## config.mk

```make
export PLATFORM = sky130hd
export DESIGN_NAME = refcounted_buffer_allocator_core
export DESIGN_NICKNAME = d
export VERILOG_FILES = /design/src/rtl/rcba_pkg.sv /design/src/rtl/rcba_ram.sv /design/src/rtl/rcba_seq.sv /design/src/rtl/refcounted_buffer_allocator_core.sv
export SDC_FILE = /design/constraint.sdc
export NUM_CORES = 2
export LEC_CHECK = 0
export BUFFER_PORTS_ARGS = -buffer_cell sky130_fd_sc_hd__buf_2
export CORE_ASPECT_RATIO = 0.7
export CORE_MARGIN = 2
export CORE_UTILIZATION = 59
export CTS_BUF_LIST = sky130_fd_sc_hd__clkbuf_2
export CTS_CLUSTER_SIZE = 30
export DETAILED_ROUTE_END_ITERATION = 7
export PLACE_DENSITY = 0.79
export SYNTH_ARGS = -nofsm -noshare
export SYNTH_HDL_FRONTEND = slang
export SYNTH_SLANG_ARGS = --single-unit
```

## constraint.sdc

```tcl
create_clock -name clk_i -period 5.4 [get_ports clk_i]
set_input_delay 0.54 -clock clk_i [delete_from_list [all_inputs] [get_ports clk_i]]
set_output_delay 0.54 -clock clk_i [all_outputs]
set_load 0.01 [all_outputs]
```

## src/rtl/rcba_pkg.sv

```systemverilog
// shared types and constants for the reference-counted buffer allocator
// no dependencies; imported by every rtl module of the block but rcba_ram

package rcba_pkg;

  localparam int NBR_BUF_DEF    = 64;
  localparam int COUNT_BITS_DEF = 16;

  // fixed field widths of the item and result beats
  localparam int ID_W      = 6;
  localparam int AMT_W     = 8;
  localparam int CNT_OUT_W = 16;
  localparam int ACNT_W    = 7;
  localparam int RSV_W     = 7;

  typedef enum logic [1:0] {
    FUNC_ALLOC   = 2'd0,
    FUNC_ADD     = 2'd1,
    FUNC_RELEASE = 2'd2,
    FUNC_CLEAR   = 2'd3
  } func_e;

  typedef enum logic [2:0] {
    STATUS_OK        = 3'd0,
    STATUS_RESERVED  = 3'd1,
    STATUS_NO_ROOM   = 3'd2,
    STATUS_NOT_ALLOC = 3'd3,
    STATUS_EXCEEDS   = 3'd4,
    STATUS_OVERFLOW  = 3'd5
  } status_e;

  typedef struct packed {
    func_e              func;
    logic [ID_W-1:0]    buf_id;
    logic [AMT_W-1:0]   use_amount;
  } rcba_in_t;

  typedef struct packed {
    logic [ID_W-1:0]      result_buf;
    logic [CNT_OUT_W-1:0] use_count_now;
    logic [ACNT_W-1:0]    alloc_count;
    logic                 room_left;
    status_e              status;
  } rcba_out_t;

  // enables from the sequencer to the three state memories
  typedef struct packed {
    logic rd_en;
    logic ord_we;
    logic pos_we;
    logic cnt_we;
  } rcba_mem_ctl_t;

  typedef enum logic [2:0] {
    SEQ_SWEEP,
    SEQ_IDLE,
    SEQ_EXEC,
    SEQ_SWAP,
    SEQ_CLR_OUT
  } seq_state_e;

endpackage

```

## src/rtl/rcba_ram.sv

```systemverilog
// single-port-write, single-port-read synchronous ram with registered read data
// no dependencies; used for the order list, position table and use counts

module rcba_ram #(
  parameter int DEPTH = 64,
  parameter int WIDTH = 8
) (
  input  logic                     clk_i,
  input  logic                     we_i,
  input  logic [$clog2(DEPTH)-1:0] waddr_i,
  input  logic [WIDTH-1:0]         wdata_i,
  input  logic                     re_i,
  input  logic [$clog2(DEPTH)-1:0] raddr_i,
  output logic [WIDTH-1:0]         rdata_o
);

  logic [WIDTH-1:0] mem_q [DEPTH];
  logic [WIDTH-1:0] rdata_q;

  always_ff @(posedge clk_i) begin
    if (we_i) begin
      mem_q[waddr_i] <= wdata_i;
    end
  end

  // read data holds while re_i is low
  always_ff @(posedge clk_i) begin
    if (re_i) begin
      rdata_q <= mem_q[raddr_i];
    end
  end

  assign rdata_o = rdata_q;

endmodule

```

## src/rtl/rcba_seq.sv

```systemverilog
// sequencer and datapath: read-modify-write over the three state memories
// depends on rcba_pkg; drives the rams instantiated in the top level

module rcba_seq #(
  parameter int NBR_BUF    = rcba_pkg::NBR_BUF_DEF,
  parameter int COUNT_BITS = rcba_pkg::COUNT_BITS_DEF
) (
  input  logic                          clk_i,
  input  logic                          rst_ni,
  input  logic                          cfg_we_i,
  input  logic [rcba_pkg::RSV_W-1:0]    cfg_wdata_i,
  input  logic                          in_valid_i,
  input  rcba_pkg::rcba_in_t            in_data_i,
  output logic                          in_ready_o,
  input  logic                          out_free_i,
  output logic                          res_load_o,
  output rcba_pkg::rcba_out_t           res_item_o,
  output rcba_pkg::rcba_mem_ctl_t       mem_ctl_o,
  output logic [$clog2(NBR_BUF)-1:0]    ord_raddr_o,
  output logic [$clog2(NBR_BUF)-1:0]    id_raddr_o,
  output logic [$clog2(NBR_BUF)-1:0]    ord_waddr_o,
  output logic [$clog2(NBR_BUF)-1:0]    ord_wdata_o,
  output logic [$clog2(NBR_BUF)-1:0]    pos_waddr_o,
  output logic [$clog2(NBR_BUF)-1:0]    pos_wdata_o,
  output logic [$clog2(NBR_BUF)-1:0]    cnt_waddr_o,
  output logic [COUNT_BITS-1:0]         cnt_wdata_o,
  input  logic [$clog2(NBR_BUF)-1:0]    ord_rdata_i,
  input  logic [$clog2(NBR_BUF)-1:0]    pos_rdata_i,
  input  logic [COUNT_BITS-1:0]         cnt_rdata_i
);

  import rcba_pkg::*;

  localparam int IW = $clog2(NBR_BUF);
  localparam int BW = $clog2(NBR_BUF + 1);
  localparam int CW = (BW > RSV_W) ? BW : RSV_W;
  localparam int AW = ((COUNT_BITS > AMT_W) ? COUNT_BITS : AMT_W) + 1;
  localparam logic [AW-1:0] CNT_MAX = AW'((64'd1 << COUNT_BITS) - 64'd1);

  function automatic logic [BW-1:0] eff_rsv(input logic [RSV_W-1:0] r);
    logic [CW-1:0] rx;
    rx = CW'(r);
    return (rx > CW'(NBR_BUF)) ? BW'(NBR_BUF) : BW'(rx);
  endfunction

  seq_state_e        state_q, state_d;
  logic [RSV_W-1:0]  rsv_q, rsv_d;
  logic [BW-1:0]     fb_q, fb_d;
  rcba_in_t          item_q, item_d;
  logic [IW-1:0]     sweep_q, sweep_d;
  logic              pend_q, pend_d;

  logic [BW-1:0]     eff;
  logic [BW-1:0]     fb_dec;
  logic [BW-1:0]     fb_new;
  logic [IW-1:0]     id_idx;
  logic [IW-1:0]     last_idx;
  logic              is_rsv;
  logic              id_oor;
  logic              not_alloc;
  logic              full;
  logic [AW-1:0]     cnt_ext;
  logic [AW-1:0]     amt_ext;
  logic [AW-1:0]     sum;
  logic [AW-1:0]     diff;
  logic [ID_W-1:0]   r_buf;
  logic [COUNT_BITS-1:0] r_cnt;
  status_e           r_st;
  logic              do_cnt_we;
  logic [IW-1:0]     r_cnt_waddr;
  logic [COUNT_BITS-1:0] r_cnt_wdata;
  logic              do_swap;

  // operation evaluation on the registered item and the ram read data
  always_comb begin
    eff       = eff_rsv(rsv_q);
    fb_dec    = BW'(fb_q - BW'(1));
    id_idx    = IW'(item_q.buf_id);
    last_idx  = IW'(fb_q);
    is_rsv    = CW'(item_q.buf_id) < CW'(eff);
    id_oor    = CW'(item_q.buf_id) >= CW'(NBR_BUF);
    not_alloc = id_oor || (BW'(pos_rdata_i) >= fb_q);
    full      = fb_q >= BW'(NBR_BUF);
    cnt_ext   = AW'(cnt_rdata_i);
    amt_ext   = AW'(item_q.use_amount);
    sum       = cnt_ext + amt_ext;
    diff      = cnt_ext - amt_ext;

    r_buf       = '0;
    r_cnt       = '0;
    r_st        = STATUS_OK;
    fb_new      = fb_q;
    do_cnt_we   = 1'b0;
    r_cnt_waddr = id_idx;
    r_cnt_wdata = '0;
    do_swap     = 1'b0;

    case (item_q.func)
      FUNC_ALLOC: begin
        if (full) begin
          r_st = STATUS_NO_ROOM;
        end else if (amt_ext > CNT_MAX) begin
          r_st = STATUS_OVERFLOW;
        end else begin
          r_buf       = ID_W'(ord_rdata_i);
          r_cnt       = COUNT_BITS'(amt_ext);
          do_cnt_we   = 1'b1;
          r_cnt_waddr = ord_rdata_i;
          r_cnt_wdata = COUNT_BITS'(amt_ext);
          fb_new      = BW'(fb_q + BW'(1));
        end
      end
      FUNC_ADD, FUNC_RELEASE: begin
        r_buf = item_q.buf_id;
        if (is_rsv) begin
          r_st = STATUS_RESERVED;
        end else if (not_alloc) begin
          r_st  = STATUS_NOT_ALLOC;
          r_cnt = id_oor ? '0 : cnt_rdata_i;
        end else if (item_q.func == FUNC_ADD) begin
          r_cnt = cnt_rdata_i;
          if (sum > CNT_MAX) begin
            r_st = STATUS_OVERFLOW;
          end else begin
            r_cnt       = COUNT_BITS'(sum);
            do_cnt_we   = 1'b1;
            r_cnt_wdata = COUNT_BITS'(sum);
          end
        end else begin
          r_cnt = cnt_rdata_i;
          if (amt_ext > cnt_ext) begin
            r_st = STATUS_EXCEEDS;
          end else begin
            r_cnt       = COUNT_BITS'(diff);
            do_cnt_we   = 1'b1;
            r_cnt_wdata = COUNT_BITS'(diff);
            if ((diff == '0) && (fb_q > eff)) begin
              do_swap = 1'b1;
              fb_new  = fb_dec;
            end
          end
        end
      end
      default: begin
      end
    endcase

    res_item_o.result_buf    = r_buf;
    res_item_o.use_count_now = CNT_OUT_W'(r_cnt);
    res_item_o.alloc_count   = ACNT_W'(CW'(fb_new) - CW'(eff));
    res_item_o.room_left     = fb_new < BW'(NBR_BUF);
    res_item_o.status        = r_st;
  end

  // next state, ram control
  always_comb begin
    state_d    = state_q;
    rsv_d      = rsv_q;
    fb_d       = fb_q;
    item_d     = item_q;
    sweep_d    = sweep_q;
    pend_d     = pend_q;
    mem_ctl_o  = '0;
    res_load_o = 1'b0;
    in_ready_o = (state_q == SEQ_IDLE);

    ord_raddr_o = (in_data_i.func == FUNC_ALLOC) ? IW'(fb_q) : IW'(fb_dec);
    id_raddr_o  = IW'(in_data_i.buf_id);
    ord_waddr_o = sweep_q;
    ord_wdata_o = sweep_q;
    pos_waddr_o = sweep_q;
    pos_wdata_o = sweep_q;
    cnt_waddr_o = sweep_q;
    cnt_wdata_o = '0;

    case (state_q)
      SEQ_SWEEP: begin
        mem_ctl_o.ord_we = 1'b1;
        mem_ctl_o.pos_we = 1'b1;
        mem_ctl_o.cnt_we = 1'b1;
        if (sweep_q == IW'(NBR_BUF - 1)) begin
          sweep_d = '0;
          state_d = pend_q ? SEQ_CLR_OUT : SEQ_IDLE;
        end else begin
          sweep_d = IW'(sweep_q + IW'(1));
        end
      end
      SEQ_IDLE: begin
        if (in_valid_i) begin
          mem_ctl_o.rd_en = 1'b1;
          item_d          = in_data_i;
          state_d         = SEQ_EXEC;
        end
      end
      SEQ_EXEC: begin
        if (item_q.func == FUNC_CLEAR) begin
          fb_d    = eff;
          pend_d  = 1'b1;
          sweep_d = '0;
          state_d = SEQ_SWEEP;
        end else if (out_free_i) begin
          res_load_o       = 1'b1;
          mem_ctl_o.cnt_we = do_cnt_we;
          cnt_waddr_o      = r_cnt_waddr;
          cnt_wdata_o      = r_cnt_wdata;
          // first half of the swap: the boundary id takes the freed slot
          mem_ctl_o.pos_we = do_swap;
          pos_waddr_o      = ord_rdata_i;
          pos_wdata_o      = pos_rdata_i;
          mem_ctl_o.ord_we = do_swap;
          ord_waddr_o      = pos_rdata_i;
          ord_wdata_o      = ord_rdata_i;
          fb_d             = fb_new;
          state_d          = do_swap ? SEQ_SWAP : SEQ_IDLE;
        end
      end
      SEQ_SWAP: begin
        // second half: freed id lands on the new boundary
        mem_ctl_o.pos_we = 1'b1;
        pos_waddr_o      = id_idx;
        pos_wdata_o      = last_idx;
        mem_ctl_o.ord_we = 1'b1;
        ord_waddr_o      = last_idx;
        ord_wdata_o      = id_idx;
        state_d          = SEQ_IDLE;
      end
      SEQ_CLR_OUT: begin
        if (out_free_i) begin
          res_load_o = 1'b1;
          pend_d     = 1'b0;
          state_d    = SEQ_IDLE;
        end
      end
      default: begin
        state_d = SEQ_IDLE;
      end
    endcase

    if (cfg_we_i) begin
      rsv_d   = cfg_wdata_i;
      fb_d    = eff_rsv(cfg_wdata_i);
      sweep_d = '0;
      pend_d  = 1'b0;
      state_d = SEQ_SWEEP;
    end
  end

  always_ff @(posedge clk_i or negedge rst_ni) begin
    if (!rst_ni) begin
      state_q <= SEQ_SWEEP;
      rsv_q   <= '0;
      fb_q    <= '0;
      sweep_q <= '0;
      pend_q  <= 1'b0;
    end else begin
      state_q <= state_d;
      rsv_q   <= rsv_d;
      fb_q    <= fb_d;
      sweep_q <= sweep_d;
      pend_q  <= pend_d;
    end
  end

  always_ff @(posedge clk_i) begin
    item_q <= item_d;
  end

endmodule

```

## src/rtl/refcounted_buffer_allocator_core.sv

```systemverilog
// top level of the reference-counted buffer allocator
// depends on rcba_pkg, rcba_ram and rcba_seq
//
//   channel  | signals                              | beat taken when
//   ---------+--------------------------------------+------------------------
//   in       | in_valid_i, in_ready_o, in_data_i    | in_valid_i & in_ready_o
//   out      | out_valid_o, out_ready_i, out_data_o | out_valid_o & out_ready_i
//   cfg      | cfg_we_i, cfg_wdata_i                | cfg_we_i
//
// allocate, add and release accept with ram read, then execute and write back;
// a release that frees an id adds a swap step, as the swap writes both rams twice
// clear steps through accept, execute, a one-entry-a-cycle sweep to identity order and
// zero counts, then the result beat
// reset and every cfg write start the same sweep with in_ready_o low
// a full output register stalls execution, and the next item waits until it drains

module refcounted_buffer_allocator_core #(
  parameter int NBR_BUF    = rcba_pkg::NBR_BUF_DEF,
  parameter int COUNT_BITS = rcba_pkg::COUNT_BITS_DEF
) (
  input  logic                       clk_i,
  input  logic                       rst_ni,
  input  logic                       cfg_we_i,
  input  logic [rcba_pkg::RSV_W-1:0] cfg_wdata_i,
  input  logic                       in_valid_i,
  output logic                       in_ready_o,
  input  rcba_pkg::rcba_in_t         in_data_i,
  output logic                       out_valid_o,
  input  logic                       out_ready_i,
  output rcba_pkg::rcba_out_t        out_data_o
);

  import rcba_pkg::*;

  localparam int IW = $clog2(NBR_BUF);

  rcba_mem_ctl_t          mem_ctl;
  logic                   res_load;
  rcba_out_t              res_item;
  logic                   out_free;

  // ram address and data buses
  logic [IW-1:0]          ord_raddr;
  logic [IW-1:0]          id_raddr;
  logic [IW-1:0]          ord_waddr;
  logic [IW-1:0]          ord_wdata;
  logic [IW-1:0]          pos_waddr;
  logic [IW-1:0]          pos_wdata;
  logic [IW-1:0]          cnt_waddr;
  logic [COUNT_BITS-1:0]  cnt_wdata;
  logic [IW-1:0]          ord_rdata;
  logic [IW-1:0]          pos_rdata;
  logic [COUNT_BITS-1:0]  cnt_rdata;

  // output register
  logic                   out_valid_q, out_valid_d;
  rcba_out_t              out_data_q;

  // result may be loaded when the slot is empty or being drained this cycle
  assign out_free = !out_valid_q || out_ready_i;

  rcba_seq #(
    .NBR_BUF    (NBR_BUF),
    .COUNT_BITS (COUNT_BITS)
  ) u_seq (
    .clk_i       (clk_i),
    .rst_ni      (rst_ni),
    .cfg_we_i    (cfg_we_i),
    .cfg_wdata_i (cfg_wdata_i),
    .in_valid_i  (in_valid_i),
    .in_data_i   (in_data_i),
    .in_ready_o  (in_ready_o),
    .out_free_i  (out_free),
    .res_load_o  (res_load),
    .res_item_o  (res_item),
    .mem_ctl_o   (mem_ctl),
    .ord_raddr_o (ord_raddr),
    .id_raddr_o  (id_raddr),
    .ord_waddr_o (ord_waddr),
    .ord_wdata_o (ord_wdata),
    .pos_waddr_o (pos_waddr),
    .pos_wdata_o (pos_wdata),
    .cnt_waddr_o (cnt_waddr),
    .cnt_wdata_o (cnt_wdata),
    .ord_rdata_i (ord_rdata),
    .pos_rdata_i (pos_rdata),
    .cnt_rdata_i (cnt_rdata)
  );

  // order list: position -> id
  rcba_ram #(
    .DEPTH (NBR_BUF),
    .WIDTH (IW)
  ) u_ord_ram (
    .clk_i   (clk_i),
    .we_i    (mem_ctl.ord_we),
    .waddr_i (ord_waddr),
    .wdata_i (ord_wdata),
    .re_i    (mem_ctl.rd_en),
    .raddr_i (ord_raddr),
    .rdata_o (ord_rdata)
  );

  // inverse table: id -> position
  rcba_ram #(
    .DEPTH (NBR_BUF),
    .WIDTH (IW)
  ) u_pos_ram (
    .clk_i   (clk_i),
    .we_i    (mem_ctl.pos_we),
    .waddr_i (pos_waddr),
    .wdata_i (pos_wdata),
    .re_i    (mem_ctl.rd_en),
    .raddr_i (id_raddr),
    .rdata_o (pos_rdata)
  );

  // use counts per id
  rcba_ram #(
    .DEPTH (NBR_BUF),
    .WIDTH (COUNT_BITS)
  ) u_cnt_ram (
    .clk_i   (clk_i),
    .we_i    (mem_ctl.cnt_we),
    .waddr_i (cnt_waddr),
    .wdata_i (cnt_wdata),
    .re_i    (mem_ctl.rd_en),
    .raddr_i (id_raddr),
    .rdata_o (cnt_rdata)
  );

  always_comb begin
    out_valid_d = out_valid_q;
    if (res_load) begin
      out_valid_d = 1'b1;
    end else if (out_ready_i) begin
      out_valid_d = 1'b0;
    end
  end

  always_ff @(posedge clk_i or negedge rst_ni) begin
    if (!rst_ni) begin
      out_valid_q <= 1'b0;
    end else begin
      out_valid_q <= out_valid_d;
    end
  end

  always_ff @(posedge clk_i) begin
    if (res_load) begin
      out_data_q <= res_item;
    end
  end

  assign out_valid_o = out_valid_q;
  assign out_data_o  = out_data_q;

endmodule

```

# --- Word level (Yosys, flattened, before mapping) ---
# Memories as Yosys holds them, arrays and structs flattened. A register that Yosys moved wholly into a read port is not among the register bits.
# Cells that the tools add are included.
classes:
  add_sub_neg: 6
  magnitude_cmp: 9
  eq_ne: 13
  muxes: 97
  reduce_logical: 19
op_table:
  columns: ["operator", "count"]
  rows:
  - ["two-way mux 16 bit", 13]
  - ["two-way mux 6 bit", 14]
  - ["two-way mux 7 bit", 12]
  - ["one-hot mux 16 bit (2 select lines)", 2]
  - ["one-hot mux 6 bit (2 select lines)", 4]
  - ["two-way mux 3 bit", 14]
  - ["two-way mux 1 bit", 27]
  - ["adder 16 x 8 -> 17 bit", 1]
  - ["greater-than comparator 17 x 16 -> 1 bit, second input constant", 1]
  - ["zero test 17 bit", 1]
  - ["subtractor 16 x 8 -> 17 bit", 1]
  - ["greater-than comparator 8 x 16 -> 1 bit", 1]
  - ["greater-than comparator 7 bit, second input constant", 2]
  - ["one-hot mux 7 bit (2 select lines)", 1]
  - ["one-hot mux 3 bit (4 select lines)", 1]
  - ["nonzero test 3 bit", 3]
  - ["two-way mux 8 bit", 1]
  - ["one-hot mux 1 bit (2 select lines)", 4]
  - ["adder 7 x 1 -> 7 bit, second input constant", 1]
  - [">= comparator 6 x 7 -> 1 bit", 1]
  - [">= comparator 7 bit, second input constant", 1]
  - ["greater-than comparator 7 bit", 1]
  - ["less-than comparator 6 x 7 -> 1 bit", 1]
  - ["less-than comparator 7 bit, second input constant", 1]
  - ["other kinds (25)", 35]
word_totals:
  register_bits: 74
  mem_bits_rw: 1792
  out_inout_bits: 35
  n_memories: 3
mem_list:
  columns: ["memory", "words", "width", "read_ports", "rd_clocked_by_memory_dff", "wr", "line", "source"]
  rows:
  - ["u_cnt_ram.mem_q", 64, 16, 1, 1, 1, "rcba_ram.sv:17", "logic [WIDTH-1:0] mem_q [DEPTH];"]
  - ["u_ord_ram.mem_q", 64, 6, 1, 1, 1, "rcba_ram.sv:17", null]
  - ["u_pos_ram.mem_q", 64, 6, 1, 1, 1, "rcba_ram.sv:17", null]

# --- Depth between registers and ports, before layout ---
logic_depth:
  ltp_word: 15
  ltp_mapped: 23
  ltp_nobuf: 21

# --- Hierarchy ---
# A second synthesis with hierarchy kept.
unflattened:
  hier_cells: 4104
  area_unflattened_um2: 77627.0
by_module_without_submodules:
  columns: ["module", "n_inst", "cells_each", "area_each_um2", "seq_area_each_um2"]
  rows:
  - ["rcba_ram at u_cnt_ram", 1, 1820, 40138.5, 31230.0]
  - ["rcba_ram at u_ord_ram ...", 2, 720, 15285.9, 11711.2]
  - ["rcba_seq", 1, 808, 5878.1, 1081.0]
  - ["refcounted_buffer_allocator_core", 1, 36, 1038.5, 1016.0]

# --- Least setup slack after synthesis ---
# OpenSTA, ideal clock, no wires.
synth_timing:
  kind: "register to register"
  start: "reg u_seq.item_q[14] (netlist name)"
  end: "mem u_ord_ram.mem_q[56][0] (netlist name) (enable)"
  setup_ns: 0.377
  t_arrival_ns: 5.333
  t_required_ns: 5.023
  slack_ns: -0.310
  path_stages_with_launch: 10
  n_path_buf: 2
  synth_period_minus_slack_ns: 5.710
  path_cell_list: "edfxtp_1 -> ha_1 -> clkbuf_1 -> nor3_1 -> clkbuf_1 -> a22oi_1 -> o21ai_0 -> and2_1 -> nand2_1 -> nor3_1"
synth_between:
  elab_cells_between_ends: 15
synth_lines:
  columns: ["element", "line", "source"]
  rows:
  - ["from (decl)", "rcba_seq.sv:49", "rcba_in_t item_q, item_d;"]
  - ["from (signal assigned)", "rcba_seq.sv:265", "item_q <= item_d;"]
  - ["== test 2 bit", "rcba_seq.sv:196", "if (item_q.func == FUNC_CLEAR) begin"]
  - ["two-way mux 6 bit", "rcba_seq.sv:196", null]
  - ["one-hot mux 6 bit (2 select lines)", "rcba_seq.sv:176", "case (state_q)"]
  - ["named net ord_waddr[3]", "refcounted_buffer_allocator_core.sv:45", "logic [IW-1:0] ord_waddr;"]
  - ["to (decl)", "rcba_ram.sv:17", null]
# The timed path passes the listed nets, and every way through them passes these cells.

==> results.cfg <==
[critical_path]
worstSetupStartpoint = u_cnt_ram.rdata_o[2]$_DFFE_PP_
worstSetupEndpointType = flip-flop
criticalPathCategory = reg2reg
crit_slowest_cell = o311ai_0
ff2ff_setup_slack_ps = 210
worst-endpoint-required_ps = 6890
setup.worst_path.start_class = flip-flop
timing.rr.start = u_cnt_ram.rdata_o[2]$_DFFE_PP_
worst_r2r_path_depth = 18
cp_slowest_stage_delay_ps = 590
critical_path_peak_fanout = 8
critical_path_arrival_ps = 6680
r2r_end = out_data_o[10]$_DFFE_PP_
timing.critical_path.cells = ha_2 > nor2_1 > a211o_1 > a21o_1 > a2bb2oi_1 > a2111oi_4 > buf_4 > buf_4 > nand3_1 > o311ai_0 > ha_1 > o21ai_1 > a21boi_1 > o21a_1 > or3_4 > and4_1 > a21oi_1 > nand3_1

[global_routing]
global_route.peak_usage_layer = met1
overflow = 0
number_of_antenna_violations_at_the_first_check_in_global_routing = 6
met3_usage_pct = 8.95
met1_usage_pct = 46.0
first_global_vias = 41400
overall_track_demand_over_capacity_in_global_routing_pct = 29.1
pin_count_of_the_biggest_net_entering_global_routing = 97
grt_first_pass_wirelength_mm = 281
gr-usage-met2_pct = 39.9

[die]
core_region_area_mm2 = 0.129
dieArea_mm2 = 0.133
die_width_um = 435
start_util_pct = 59.6
fp-row-count = 110
design.portCount = 63
die_h_um = 306

[clocking]
cts-htree-levels = 5
clkLatencyLatePin_ps = 1840
ctsRootBufferMaster = clkbuf_2
clock_sink_count = 1894
worst_setup_hold_path_clk_slew_ps = 110
number_of_buffers_between_clock_root_and_the_deepest_sink = 4
cts-buffers-inserted = 428
tritoncts = done

[route]
wire_per_inst_um = 30.0
detail_route.iter0.violations = 6270
ant_nets = 0
totalWireLength_mm = 191
drc = 0
dr_total_vias = 42100
drt-vias-per-instance = 6.60
dr.pass1.iters = 8

[synthesis]
synth_area_mm2 = 0.0768
synthArstFlopShare_pct = 1.32
synth.ff_latch_count = 1894
yosys.cell_types.count = 75
synth_warnings = 0
number_of_enable_flip_flop_cells_after_synthesis = 1869
commonest_register_cell_after_synthesis = edfxtp_1
syn_inst_count = 3713
average_size_of_a_mapped_cell_um2 = 20.7
net_count_synth = 3790
synth.yosys.seq_area_share_pct = 73.9

[run_status]
status = completed

[finish]
final_core_utilization_pct = 66.4
flow.area_growth_from_synthesis_pct = 11.3
final_design_area_excluding_fillers_mm2 = 0.0855
num-nets-final = 4408
layout.filler_cells = 8337
layout-drive-gt1-share_pct = 35.5
area_of_the_multi_input_gates_mm2 = 0.0194
area.sequential_mm2 = 0.0567

[sta]
tns_ps = 0
achievable-frequency_mhz = 193
finClkSkew_ps = 181
finalSetupViolCount = 0
hold_violations = 0
slew_headroom_pct = 16.9
timing_worst_slew_pin_value_ps = 1250
final_max_slew_viol_count = 0
min_period_ps = 5190
post-route-period-util_pct = 96.1
hold_slack_ps = 128

[power_and_ir_drop]
power_density_mw_per_mm2 = 315
power_leakage_nw = 26.2
total_power_mw = 26.9
peakVddDrop_mv = 0.204

[hold_path]
min-delay-path-class = in2reg
min_delay_path_depth = 3
hold_path.startpoint = in_data_i[8]
worst_hold_path.endpoint = u_seq.id_idx[0]$_DFFE_PP_

[place]
routabilityCongestion = 0.921
dp_hpwl_mm = 118
place_area_mm2 = 0.0810
port-buffer-count = 62

[job]
drv_cap = 0
[critical path, delay by kind of cell (launching register included)]
kind | cells | cell delay [ps]
compound gates | 9 | 2300
simple gates | 5 | 940
fa+ha+maj | 2 | 870
buf+inv | 2 | 290
flops | 1 | 490
[timing repair]
| action | in CTS | in global routing |
|---|---|---|
| resized for setup | 0 | 11 |
| buffers inserted | 0 | 1 |
| endpoints found under the setup margin | 0 | 1 |
| hold buffers | 74 | 0 |
| hold endpoints to repair | 205 | 0 |
[synth_stat cells (all sizes together), types with 9 or more instances]
| cell | number | area, um2 |
|---|---|---|
| edfxtp | 1869 | 56100 |
| mux4 | 588 | 13200 |
| nor2 | 201 | 762 |
| clkbuf | 141 | 529 |
| nand2 | 128 | 480 |
| nor3 | 124 | 641 |
| a21oi | 62 | 314 |
| buf | 61 | 272 |
| o21ai | 57 | 300 |
| ha | 46 | 576 |
| inv | 46 | 173 |
| nand3 | 41 | 205 |
| a211oi | 26 | 195 |
| dfrtp | 25 | 626 |
| a22oi | 21 | 158 |
| mux2i | 20 | 200 |
| nand4 | 17 | 106 |
| nor2b | 16 | 100 |
| xnor2 | 15 | 131 |
| a31oi | 14 | 87.6 |
| nand2b | 13 | 81.3 |
| and3 | 12 | 75.1 |
| o211ai | 12 | 90.1 |
| a221oi | 11 | 96.3 |
| and2 | 10 | 62.6 |
| o22ai | 10 | 62.6 |
| nor4 | 9 | 62.6 |
[routing by layer]
metal | part of all wire, % | routed length, um
met5 | 0.072 | 138
met3 | 14 | 26800
met4 | 1.8 | 3460
met2 | 44 | 83700
met1 | 40 | 77000
[final cells by class]
| type | instances | area share, % |
|---|---|---|
| Clock inverter | 111 | 0.637 |
| Sequential cell | 1894 | 66.4 |
| Tap cell | 1736 | 2.54 |
| Timing Repair Buffer | 390 | 3.84 |
| Antenna cell | 11 | 0.0322 |
| Clock buffer | 619 | 3.62 |
| Multi-Input combinational cell | 1568 | 22.7 |
| Inverter | 49 | 0.215 |
[worst max path at each step]
stage,to,cells after the start
finish,out_data_o[10]$_DFFE_PP_,18
global route,out_data_o[10]$_DFFE_PP_,22
CTS,out_data_o[10]$_DFFE_PP_,21
detailed placement,out_data_o[10]$_DFFE_PP_,21
global placement,out_data_o[10]$_DFFE_PP_,21
floorplan,u_cnt_ram.mem_q[0][11]$_DFFE_PP_,9
[where the power goes]
group	leakage [nW]	switching [mW]	total [mW]	internal [mW]
registers	16.0	0.0345	16.1	16.1
logic	7.38	1.25	2.15	0.898
clock network	2.84	5.42	8.65	3.23
total	26.2	6.71	26.9	20.2
[cells by family after synthesis]
kind of cell / after synthesis / synth area share, %
AO/OA/AOI/OAI: 289 / 2.57
XOR/XNOR: 23 / 0.262
adder cells (fa/ha/maj): 49 / 0.828
buffers and inverters: 251 / 1.28
flip-flops: 1894 / 73.9
multiplexers: 616 / 17.6
AND/OR/NAND/NOR: 591 / 3.55
[through the flow]
step / setup slack [ps] / instances
detailed placement: 142 / 5562
finish: 210 / 6378
global placement: 107 / 5562
CTS: 35.4 / 6366
floorplan: -50.3 / 3713
global route: -71.8 / 6373
[state kept, by name, indices dropped and copies added (netlist names)]
register and count:
u_cnt_ram.mem_q 1024, u_ord_ram.mem_q 384, u_pos_ram.mem_q 384, out_data_o 33, u_cnt_ram.rdata_o 16, u_seq.amt_ext 8, u_seq.fb_q 7, u_seq.rsv_q 7
u_ord_ram.rdata_o 6, u_pos_ram.rdata_o 6, u_seq.id_idx 6, u_seq.sweep_q 6, u_seq.state_q 3, u_seq.item_q 2, out_valid_o 1, u_seq.pend_q 1
[placed cells by master (no fill, tap or decap), drive strengths merged, types with 20 or more instances in the layout]
master	netlist	final
edfxtp	1869	1869
clkbuf	141	619
mux4	588	588
buf	61	317
nor2	201	201
nand2	128	128
nor3	124	124
clkinv	3	105
dlygate4sd3	0	73
a21oi	62	62
o21ai	57	57
inv	46	50
ha	46	46
nand3	41	41
a211oi	26	26
dfrtp	25	25
a22oi	21	21
mux2i	20	20
(Power assumes the default switching activity.)
